`src/dtq_pkg.sv`:
```
package dtq_pkg;

  localparam int unsigned DEPTH       = 16;
  localparam int unsigned MAX_RESULTS = 16;
  localparam int unsigned IDXW        = $clog2(DEPTH);
  localparam int unsigned CNTW        = $clog2(MAX_RESULTS + 1);
  localparam int unsigned TIMEW       = 48;
  localparam int unsigned ORDW        = 32;
  localparam int unsigned TAGW        = 16;
  localparam int unsigned DLYW        = 32;
  localparam int unsigned KINDW       = 2;
  localparam int unsigned STW         = 3;

  localparam logic [KINDW-1:0] KindPost     = 2'd0;
  localparam logic [KINDW-1:0] KindTick     = 2'd1;
  localparam logic [KINDW-1:0] KindShutdown = 2'd2;

  localparam logic [STW-1:0] StFired    = 3'd0;
  localparam logic [STW-1:0] StAccepted = 3'd1;
  localparam logic [STW-1:0] StStopped  = 3'd2;
  localparam logic [STW-1:0] StFull     = 3'd3;
  localparam logic [STW-1:0] StShutdown = 3'd4;

  typedef struct packed {
    logic load_in;
    logic do_post;
    logic do_shut;
    logic tick_start;
    logic scan_step;
    logic take_best;
    logic flush;
  } cmd_t;

  typedef struct packed {
    logic out_free;
    logic scan_last;
    logic best_valid;
    logic pending_valid;
    logic count_last;
  } sts_t;

endpackage

```
`src/dtq_datapath.sv`:
```
module dtq_datapath (
  input  logic                       clk_i,
  input  logic                       rst_ni,
  input  dtq_pkg::cmd_t              cmd_i,
  output dtq_pkg::sts_t              sts_o,
  input  logic [dtq_pkg::TAGW-1:0]   in_tag_i,
  input  logic [dtq_pkg::DLYW-1:0]   in_delay_i,
  output logic                       out_valid_o,
  input  logic                       out_ready_i,
  output logic [dtq_pkg::STW-1:0]    out_status_o,
  output logic [dtq_pkg::TAGW-1:0]   out_tag_o,
  output logic                       out_last_o
);
  import dtq_pkg::*;

  logic [TIMEW-1:0] now_q, now_d;
  logic [ORDW-1:0]  order_q;
  logic             stopped_q;
  logic [DEPTH-1:0] valid_q;
  logic [TIMEW-1:0] dl_q  [DEPTH];
  logic [ORDW-1:0]  ord_q [DEPTH];
  logic [TAGW-1:0]  tag_q [DEPTH];

  logic [TAGW-1:0]  in_tag_q;
  logic [DLYW-1:0]  in_delay_q;

  logic [IDXW-1:0]  scan_idx_q;
  logic             best_valid_q;
  logic [IDXW-1:0]  best_idx_q;
  logic [TIMEW-1:0] best_dl_q;
  logic [ORDW-1:0]  best_ord_q;
  logic [TAGW-1:0]  best_tag_q;
  logic             pend_valid_q;
  logic [TAGW-1:0]  pend_tag_q;
  logic [CNTW-1:0]  count_q;

  logic             out_valid_q, out_valid_d;
  logic [STW-1:0]   out_status_q, out_status_d;
  logic [TAGW-1:0]  out_tag_q, out_tag_d;
  logic             out_last_q, out_last_d;
  logic             out_load;
  logic             out_free;

  logic             free_found;
  logic [IDXW-1:0]  free_idx;
  logic [DLYW-1:0]  dly;
  logic [TIMEW:0]   dl_sum;
  logic [TIMEW-1:0] dl_new;
  logic             post_ok;

  logic [TIMEW-1:0] cur_dl;
  logic [ORDW-1:0]  cur_ord;
  logic             eligible;
  logic             better;

  always_comb begin
    free_found = 1'b0;
    free_idx   = '0;
    for (int i = DEPTH - 1; i >= 0; i--) begin
      if (!valid_q[i]) begin
        free_found = 1'b1;
        free_idx   = IDXW'(i);
      end
    end
  end

  assign dly     = in_delay_q[DLYW-1] ? '0 : in_delay_q;
  assign dl_sum  = {1'b0, now_q} + {{(TIMEW - DLYW + 1){1'b0}}, dly};
  assign dl_new  = dl_sum[TIMEW] ? '1 : dl_sum[TIMEW-1:0];
  assign post_ok = !stopped_q && free_found;

  assign cur_dl   = dl_q[scan_idx_q];
  assign cur_ord  = ord_q[scan_idx_q];
  assign eligible = valid_q[scan_idx_q] && (cur_dl <= now_q);
  assign better   = !best_valid_q || (cur_dl < best_dl_q) ||
                    ((cur_dl == best_dl_q) && (cur_ord < best_ord_q));

  assign now_d = (now_q == '1) ? now_q : now_q + TIMEW'(1);

  always_ff @(posedge clk_i or negedge rst_ni) begin
    if (!rst_ni) begin
      now_q        <= '0;
      order_q      <= '0;
      stopped_q    <= 1'b0;
      valid_q      <= '0;
      scan_idx_q   <= '0;
      best_valid_q <= 1'b0;
      pend_valid_q <= 1'b0;
      count_q      <= '0;
    end else begin
      if (cmd_i.do_post && post_ok) begin
        valid_q[free_idx] <= 1'b1;
        order_q           <= order_q + ORDW'(1);
      end
      if (cmd_i.do_shut) begin
        valid_q   <= '0;
        stopped_q <= 1'b1;
      end
      if (cmd_i.tick_start) begin
        now_q        <= now_d;
        scan_idx_q   <= '0;
        best_valid_q <= 1'b0;
        pend_valid_q <= 1'b0;
        count_q      <= '0;
      end
      if (cmd_i.scan_step) begin
        scan_idx_q <= scan_idx_q + IDXW'(1);
        if (eligible && better) begin
          best_valid_q <= 1'b1;
        end
      end
      if (cmd_i.take_best) begin
        valid_q[best_idx_q] <= 1'b0;
        pend_valid_q        <= 1'b1;
        count_q             <= count_q + CNTW'(1);
        scan_idx_q          <= '0;
        best_valid_q        <= 1'b0;
      end
      if (cmd_i.flush) begin
        pend_valid_q <= 1'b0;
      end
    end
  end

  always_ff @(posedge clk_i) begin
    if (cmd_i.load_in) begin
      in_tag_q   <= in_tag_i;
      in_delay_q <= in_delay_i;
    end
    if (cmd_i.do_post && post_ok) begin
      dl_q[free_idx]  <= dl_new;
      ord_q[free_idx] <= order_q;
      tag_q[free_idx] <= in_tag_q;
    end
    if (cmd_i.scan_step && eligible && better) begin
      best_idx_q <= scan_idx_q;
      best_dl_q  <= cur_dl;
      best_ord_q <= cur_ord;
      best_tag_q <= tag_q[scan_idx_q];
    end
    if (cmd_i.take_best) begin
      pend_tag_q <= best_tag_q;
    end
  end

  // result word register
  assign out_free = !out_valid_q || out_ready_i;
  assign out_load = cmd_i.do_post || cmd_i.do_shut || cmd_i.flush ||
                    (cmd_i.take_best && pend_valid_q);

  always_comb begin
    out_status_d = out_status_q;
    out_tag_d    = out_tag_q;
    out_last_d   = out_last_q;
    if (cmd_i.do_post) begin
      out_status_d = stopped_q ? StStopped : (free_found ? StAccepted : StFull);
      out_tag_d    = '0;
      out_last_d   = 1'b1;
    end else if (cmd_i.do_shut) begin
      out_status_d = StShutdown;
      out_tag_d    = '0;
      out_last_d   = 1'b1;
    end else if (cmd_i.flush || cmd_i.take_best) begin
      out_status_d = StFired;
      out_tag_d    = pend_tag_q;
      out_last_d   = cmd_i.flush;
    end
    out_valid_d = out_load ? 1'b1 : (out_ready_i ? 1'b0 : out_valid_q);
  end

  always_ff @(posedge clk_i or negedge rst_ni) begin
    if (!rst_ni) begin
      out_valid_q <= 1'b0;
    end else begin
      out_valid_q <= out_valid_d;
    end
  end

  always_ff @(posedge clk_i) begin
    if (out_load) begin
      out_status_q <= out_status_d;
      out_tag_q    <= out_tag_d;
      out_last_q   <= out_last_d;
    end
  end

  assign out_valid_o  = out_valid_q;
  assign out_status_o = out_status_q;
  assign out_tag_o    = out_tag_q;
  assign out_last_o   = out_last_q;

  assign sts_o.out_free      = out_free;
  assign sts_o.scan_last     = (scan_idx_q == IDXW'(DEPTH - 1));
  assign sts_o.best_valid    = best_valid_q;
  assign sts_o.pending_valid = pend_valid_q;
  assign sts_o.count_last    = (count_q == CNTW'(MAX_RESULTS - 1));

endmodule

```
`src/dtq_ctrl.sv`:
```
module dtq_ctrl (
  input  logic                      clk_i,
  input  logic                      rst_ni,
  input  logic                      in_valid_i,
  output logic                      in_ready_o,
  input  logic [dtq_pkg::KINDW-1:0] in_kind_i,
  input  dtq_pkg::sts_t             sts_i,
  output dtq_pkg::cmd_t             cmd_o
);
  import dtq_pkg::*;

  typedef enum logic [6:0] {
    S_IDLE    = 7'b0000001,
    S_POST    = 7'b0000010,
    S_SHUT    = 7'b0000100,
    S_TICK    = 7'b0001000,
    S_SCAN    = 7'b0010000,
    S_RESOLVE = 7'b0100000,
    S_FLUSH   = 7'b1000000
  } state_e;

  state_e state_q, state_d;

  assign in_ready_o = (state_q == S_IDLE);

  always_comb begin
    state_d = state_q;
    cmd_o   = '0;
    unique case (state_q)
      S_IDLE: begin
        if (in_valid_i) begin
          cmd_o.load_in = 1'b1;
          case (in_kind_i)
            KindPost:     state_d = S_POST;
            KindTick:     state_d = S_TICK;
            KindShutdown: state_d = S_SHUT;
            default:      state_d = S_IDLE;
          endcase
        end
      end
      S_POST: begin
        if (sts_i.out_free) begin
          cmd_o.do_post = 1'b1;
          state_d       = S_IDLE;
        end
      end
      S_SHUT: begin
        if (sts_i.out_free) begin
          cmd_o.do_shut = 1'b1;
          state_d       = S_IDLE;
        end
      end
      S_TICK: begin
        cmd_o.tick_start = 1'b1;
        state_d          = S_SCAN;
      end
      S_SCAN: begin
        cmd_o.scan_step = 1'b1;
        if (sts_i.scan_last) begin
          state_d = S_RESOLVE;
        end
      end
      S_RESOLVE: begin
        if (sts_i.best_valid) begin
          if (!sts_i.pending_valid || sts_i.out_free) begin
            cmd_o.take_best = 1'b1;
            state_d         = sts_i.count_last ? S_FLUSH : S_SCAN;
          end
        end else begin
          state_d = sts_i.pending_valid ? S_FLUSH : S_IDLE;
        end
      end
      S_FLUSH: begin
        if (sts_i.out_free) begin
          cmd_o.flush = 1'b1;
          state_d     = S_IDLE;
        end
      end
      default: state_d = S_IDLE;
    endcase
  end

  always_ff @(posedge clk_i or negedge rst_ni) begin
    if (!rst_ni) begin
      state_q <= S_IDLE;
    end else begin
      state_q <= state_d;
    end
  end

endmodule

```
`src/deadline_timer_queue.sv`:
```
// Deadline-ordered timer queue of tagged tasks.
// Input channel (s_axis): tuser = kind (post, tick, shutdown); tdata = task_tag in
// bits 15:0, signed delay in bits 47:16. Output channel (m_axis): tuser = status,
// tdata = fired_tag, tlast marks the final word caused by one input word.
// A post answers with one status word, and the input is ready again in the same
// cycle that this word becomes valid; a shutdown clears the table, stops further
// posting and answers likewise; the unused kind answers nothing and leaves the
// input ready again in the next cycle.
// A tick advances the millisecond clock, then scans the table, one entry per cycle,
// once per fired task and once more to find none left; at most 16 tasks fire in
// one tick, and after the sixteenth no further scan runs. The scan over the entry
// table sets the length of a tick; one word is handled at a time.
// Fired words come out in deadline order, ties by posting order.
// Results pass through an output register: a stalled receiver holds the block
// only when a new result word must be written while the register is still full.
// Reset clears the clock, the order counter, the stopped flag and all entry
// valid bits at once; no clearing pass is needed.
module deadline_timer_queue (
  input  logic        clk_i,
  input  logic        rst_ni,
  input  logic        s_axis_tvalid,
  output logic        s_axis_tready,
  input  logic [47:0] s_axis_tdata,  // task_tag[15:0], delay[47:16]
  input  logic [1:0]  s_axis_tuser,  // kind[1:0]
  output logic        m_axis_tvalid,
  input  logic        m_axis_tready,
  output logic [15:0] m_axis_tdata,  // fired_tag[15:0]
  output logic [2:0]  m_axis_tuser,  // status[2:0]
  output logic        m_axis_tlast
);
  import dtq_pkg::*;

  cmd_t cmd;
  sts_t sts;

  dtq_ctrl u_ctrl (
    .clk_i      (clk_i),
    .rst_ni     (rst_ni),
    .in_valid_i (s_axis_tvalid),
    .in_ready_o (s_axis_tready),
    .in_kind_i  (s_axis_tuser),
    .sts_i      (sts),
    .cmd_o      (cmd)
  );

  dtq_datapath u_datapath (
    .clk_i        (clk_i),
    .rst_ni       (rst_ni),
    .cmd_i        (cmd),
    .sts_o        (sts),
    .in_tag_i     (s_axis_tdata[TAGW-1:0]),
    .in_delay_i   (s_axis_tdata[TAGW+DLYW-1:TAGW]),
    .out_valid_o  (m_axis_tvalid),
    .out_ready_i  (m_axis_tready),
    .out_status_o (m_axis_tuser),
    .out_tag_o    (m_axis_tdata),
    .out_last_o   (m_axis_tlast)
  );

endmodule
```
`config.mk`:
```
export PLATFORM = sky130hd
export DESIGN_NAME = deadline_timer_queue
export DESIGN_NICKNAME = d
export VERILOG_FILES = /design/src/dtq_pkg.sv /design/src/dtq_datapath.sv /design/src/dtq_ctrl.sv /design/src/deadline_timer_queue.sv
export SDC_FILE = /design/constraint.sdc
export NUM_CORES = 2
export LEC_CHECK = 0
export BUFFER_PORTS_ARGS = -buffer_cell sky130_fd_sc_hd__buf_2
export CAP_MARGIN = 10
export CORE_UTILIZATION = 41
export CTS_CLUSTER_DIAMETER = 120
export DETAILED_ROUTE_END_ITERATION = 12
export HOLD_SLACK_MARGIN = 0.15
export PLACE_DENSITY = 0.57
export REMOVE_ABC_BUFFERS = 1
export SETUP_SLACK_MARGIN = 0.1
export SYNTH_ARGS = -nofsm -noshare
export SYNTH_HDL_FRONTEND = slang
export SYNTH_HIERARCHICAL = 1
export SYNTH_SLANG_ARGS = --single-unit
export TNS_END_PERCENT = 30
```
`constraint.sdc`:
```
create_clock -name clk_i -period 12.4 [get_ports clk_i]
set_input_delay 0 -clock clk_i [delete_from_list [all_inputs] [get_ports clk_i]]
set_output_delay 0 -clock clk_i [all_outputs]
set_load 0.01 [all_outputs]
```
==> qor.yml <==
status: "finished, final reports clean"
gp_congestion: 0.853
vias: 36420
dp_cells: 6050
cp.depth: 12
required_ns: 12.82
crit_buf_inv: 3
synth_cells: 3696
drive_above_1_share_pct: 23.0
crit_family: "buffers and inverters"
nNetsFinal: 4219
worstSetupStartpointType: "register"
ys_top_cells_by_count: "edfxtp_1, mux4_2, ha_1"
r2r_setup_slack_ns: 5.34
grt_first_pass_wirelength_mm: 261
hold_viol_final: 0
timing.rr.start: "u_datapath/scan_idx_q[1]$_DFFE_PN0P_"
grt_setup_unrepaired: "false"
regArea_mm2: 0.0546
worstSetupEndpointType: "register"
vias_per_cell: 5.59
numPortBuffers: 75
fill_cells: 14891
synth-edff-count: 1720
drtIter0Drc: 3337
maxCapViolCount: 0
coreArea_mm2: 0.179
min_to: "u_ctrl/state_q[1]$_DFFE_PN0P_"
period_share_pct: 56.9
synth_cell_types: 79
startpoint: "u_datapath/scan_idx_q[1]$_DFFE_PN0P_"
gr-total-overflow: 0
antenna_found_initial: 3
drv_slew: 0
yosys_warnings: 6
cts_tree: "built"
ys.flop_type: "edfxtp_1"
post-route-util_pct: 47.6
clk_pin_slew_worst_paths_ns: 0.06
yosys.area.top_type: "edfxtp_1"
synth_area_leaders: "edfxtp_1, mux4_2, dfrtp_1"
power.density_mw_per_mm2: 172
rr_worst_depth: 12
cp_cell_sequence: "buf_12 -> buf_12 -> mux4_2 -> mux4_2 -> ha_1 -> nand4_1 -> or4_1 -> or3_1 -> nor2_1 -> o2111ai_1 -> a211oi_4 -> buf_4"
peakVddDrop_mv: 0.154
cts_root_buf: "clkbuf_16"
die_x_um: 428
syn_area_mm2: 0.0743
wire_per_inst_um: 27.1
critPathKind: "register to register"
skew_ns: 0.0279
reg2reg_to: "u_datapath/best_tag_q[4]$_DFFE_PP_"
post_cts_buffers: 0
min_period_ns: 7.06
clock_latency_ns: 0.81
htree_levels: 4
dp_hpwl_mm: 89.5
cts_resized: 0
drt_pass1_iterations: 5
grt_max_degree: 114
hold_depth: 5
grt_pass1_vias: 38478
ant_nets: 0
synth_seq_cells: 1836
die_h_um: 428
row_count: 155
clockBufferDepth: 3
antenna_cells: 0
ios: 76
fin_cells: 6514
yosys.cell_count.top_type: "edfxtp_1"
async_flop_share_pct: 6.32
clock-sinks: 1836
tightest_slew_ns: 1.16
min_from: "s_axis_tvalid"
clock.fmax_mhz: 142
finalSetupTns_ns: 0
area_delta_synth_final_pct: 14.9
start_util_pct: 41.5
cts_buffers: 193
setup_ws_ns: 5.34
setup_violations: 0
crit_fanout: 113
synth_top_area_share_pct: 69.5
multi_input_area_mm2: 0.0187
cp_slowest_cell: "dfrtp_4"
drcViolationCount: 0
timing.slew.headroom_pct: 22.5
grtUsageTotal_pct: 19.7
slowest_delay_ns: 0.98
routed_wl_mm: 177
avgSynthCellArea_um2: 20.1
leakage_nw: 28.5
holdBufCountCts: 110
seq_area_frac_synth_pct: 73.4
arrival_ns: 7.48
hp-class: "input port to register"
place_ws_ns: 5.25
die_area_mm2: 0.183
==> tightest hold or removal path, stage by stage <==
cell           delay [ns]
dlygate4sd3_1        0.53
buf_2                0.13
nand4_1              0.15
nor3_1               0.06
a21o_1               0.15
==> metal layers <==
| metal | GRT usage, % | routed length (um) | up-vias |
|---|---|---|---|
| li1 | - | - | 15735 |
| met2 | 33.8 | 90400 | 841 |
| met5 | 0 | 0 | - |
| met1 | 26.5 | 75700 | 19610 |
| met3 | 2.64 | 7200 | 234 |
| met4 | 4.82 | 3510 | 0 |
==> flip-flops by register name (all words and copies together) (netlist names), 32 cells and up <==
signal	cells
u_datapath/best_dl_q	48
u_datapath/best_ord_q	32
u_datapath/dl_q	768
u_datapath/in_delay_q	32
u_datapath/now_q	48
u_datapath/ord_q	512
u_datapath/order_q	32
u_datapath/tag_q	256
==> cells by family (layout without fill, tap and decap cells) <==
kind of cell | count (synthesis) | in the layout | share of synthesized area [%]
fa+ha+maj | 164 | 164 | 2.77
compound gates | 296 | 296 | 2.64
mux | 493 | 493 | 14.8
simple gates | 499 | 499 | 3.50
buf+inv | 301 | 764 | 1.57
flops | 1836 | 1836 | 73.4
xor+xnor | 107 | 107 | 1.26
==> through the flow <==
step                      cell area, um2  hold WS (ns)  total power, mW
after floorplan                    73700        -0.296             9.63
after global placement             77900         0.105             8.99
after detailed placement           77900         0.112             9.01
after CTS                          85300         0.193             14.8
after global routing               85400         0.276             15.2
final                              85400         0.256             14.7
==> placed cells by master, fill, tap and decap left out, types with 7 or more instances in the layout <==
master,instances
ha_1,163
nand2b_1,23
inv_1,154
buf_12,15
and2_1,19
buf_2,74
nor2b_1,48
clkinv_1,36
o21ai_0,57
nand3_1,52
xnor2_1,85
o21a_1,28
edfxtp_1,1720
buf_4,55
and3_1,22
dlygate4sd3_1,109
a21o_1,34
clkbuf_8,10
a31oi_1,21
nor2_1,70
nor4_1,11
and4_1,9
clkinv_2,32
a211oi_1,12
o211ai_1,8
nand2_1,117
xor2_1,22
nand4_1,50
dfrtp_1,111
a21oi_1,78
nor3_2,7
nor3_1,32
bufinv_16,20
clkbuf_16,197
clkbuf_1,41
mux4_2,485
==> report_power, final <==
group / internal, mW / switching (mW)
combinational: 0.833 / 0.923
sequential: 6.98 / 0.131
clock: 3.39 / 2.40
total: 11.2 / 3.45
==> worst max-delay path by stage <==
stage,endpoint,slack [ns]
2_1_floorplan,u_datapath/best_valid_q$_DFF_PN0_,-9.78
3_3_place_gp,u_datapath/best_tag_q[1]$_DFFE_PP_,5.32
3_5_place_dp,u_datapath/best_tag_q[2]$_DFFE_PP_,5.25
4_1_cts,u_datapath/best_tag_q[2]$_DFFE_PP_,5.24
5_1_grt,u_datapath/best_tag_q[2]$_DFFE_PP_,5.12
6_report,u_datapath/best_tag_q[4]$_DFFE_PP_,5.34
==> area by class of cell <==
cell class | instances | share of cell area (%)
multi-input cells | 1559 | 21.9
repair buffers | 255 | 2.59
clock buffers | 248 | 6.12
inverters | 156 | 0.687
clock inverters | 105 | 1.32
well taps | 2355 | 3.45
flip-flops and latches | 1836 | 63.9
No activity file was read; power rests on OpenSTA's default activity.
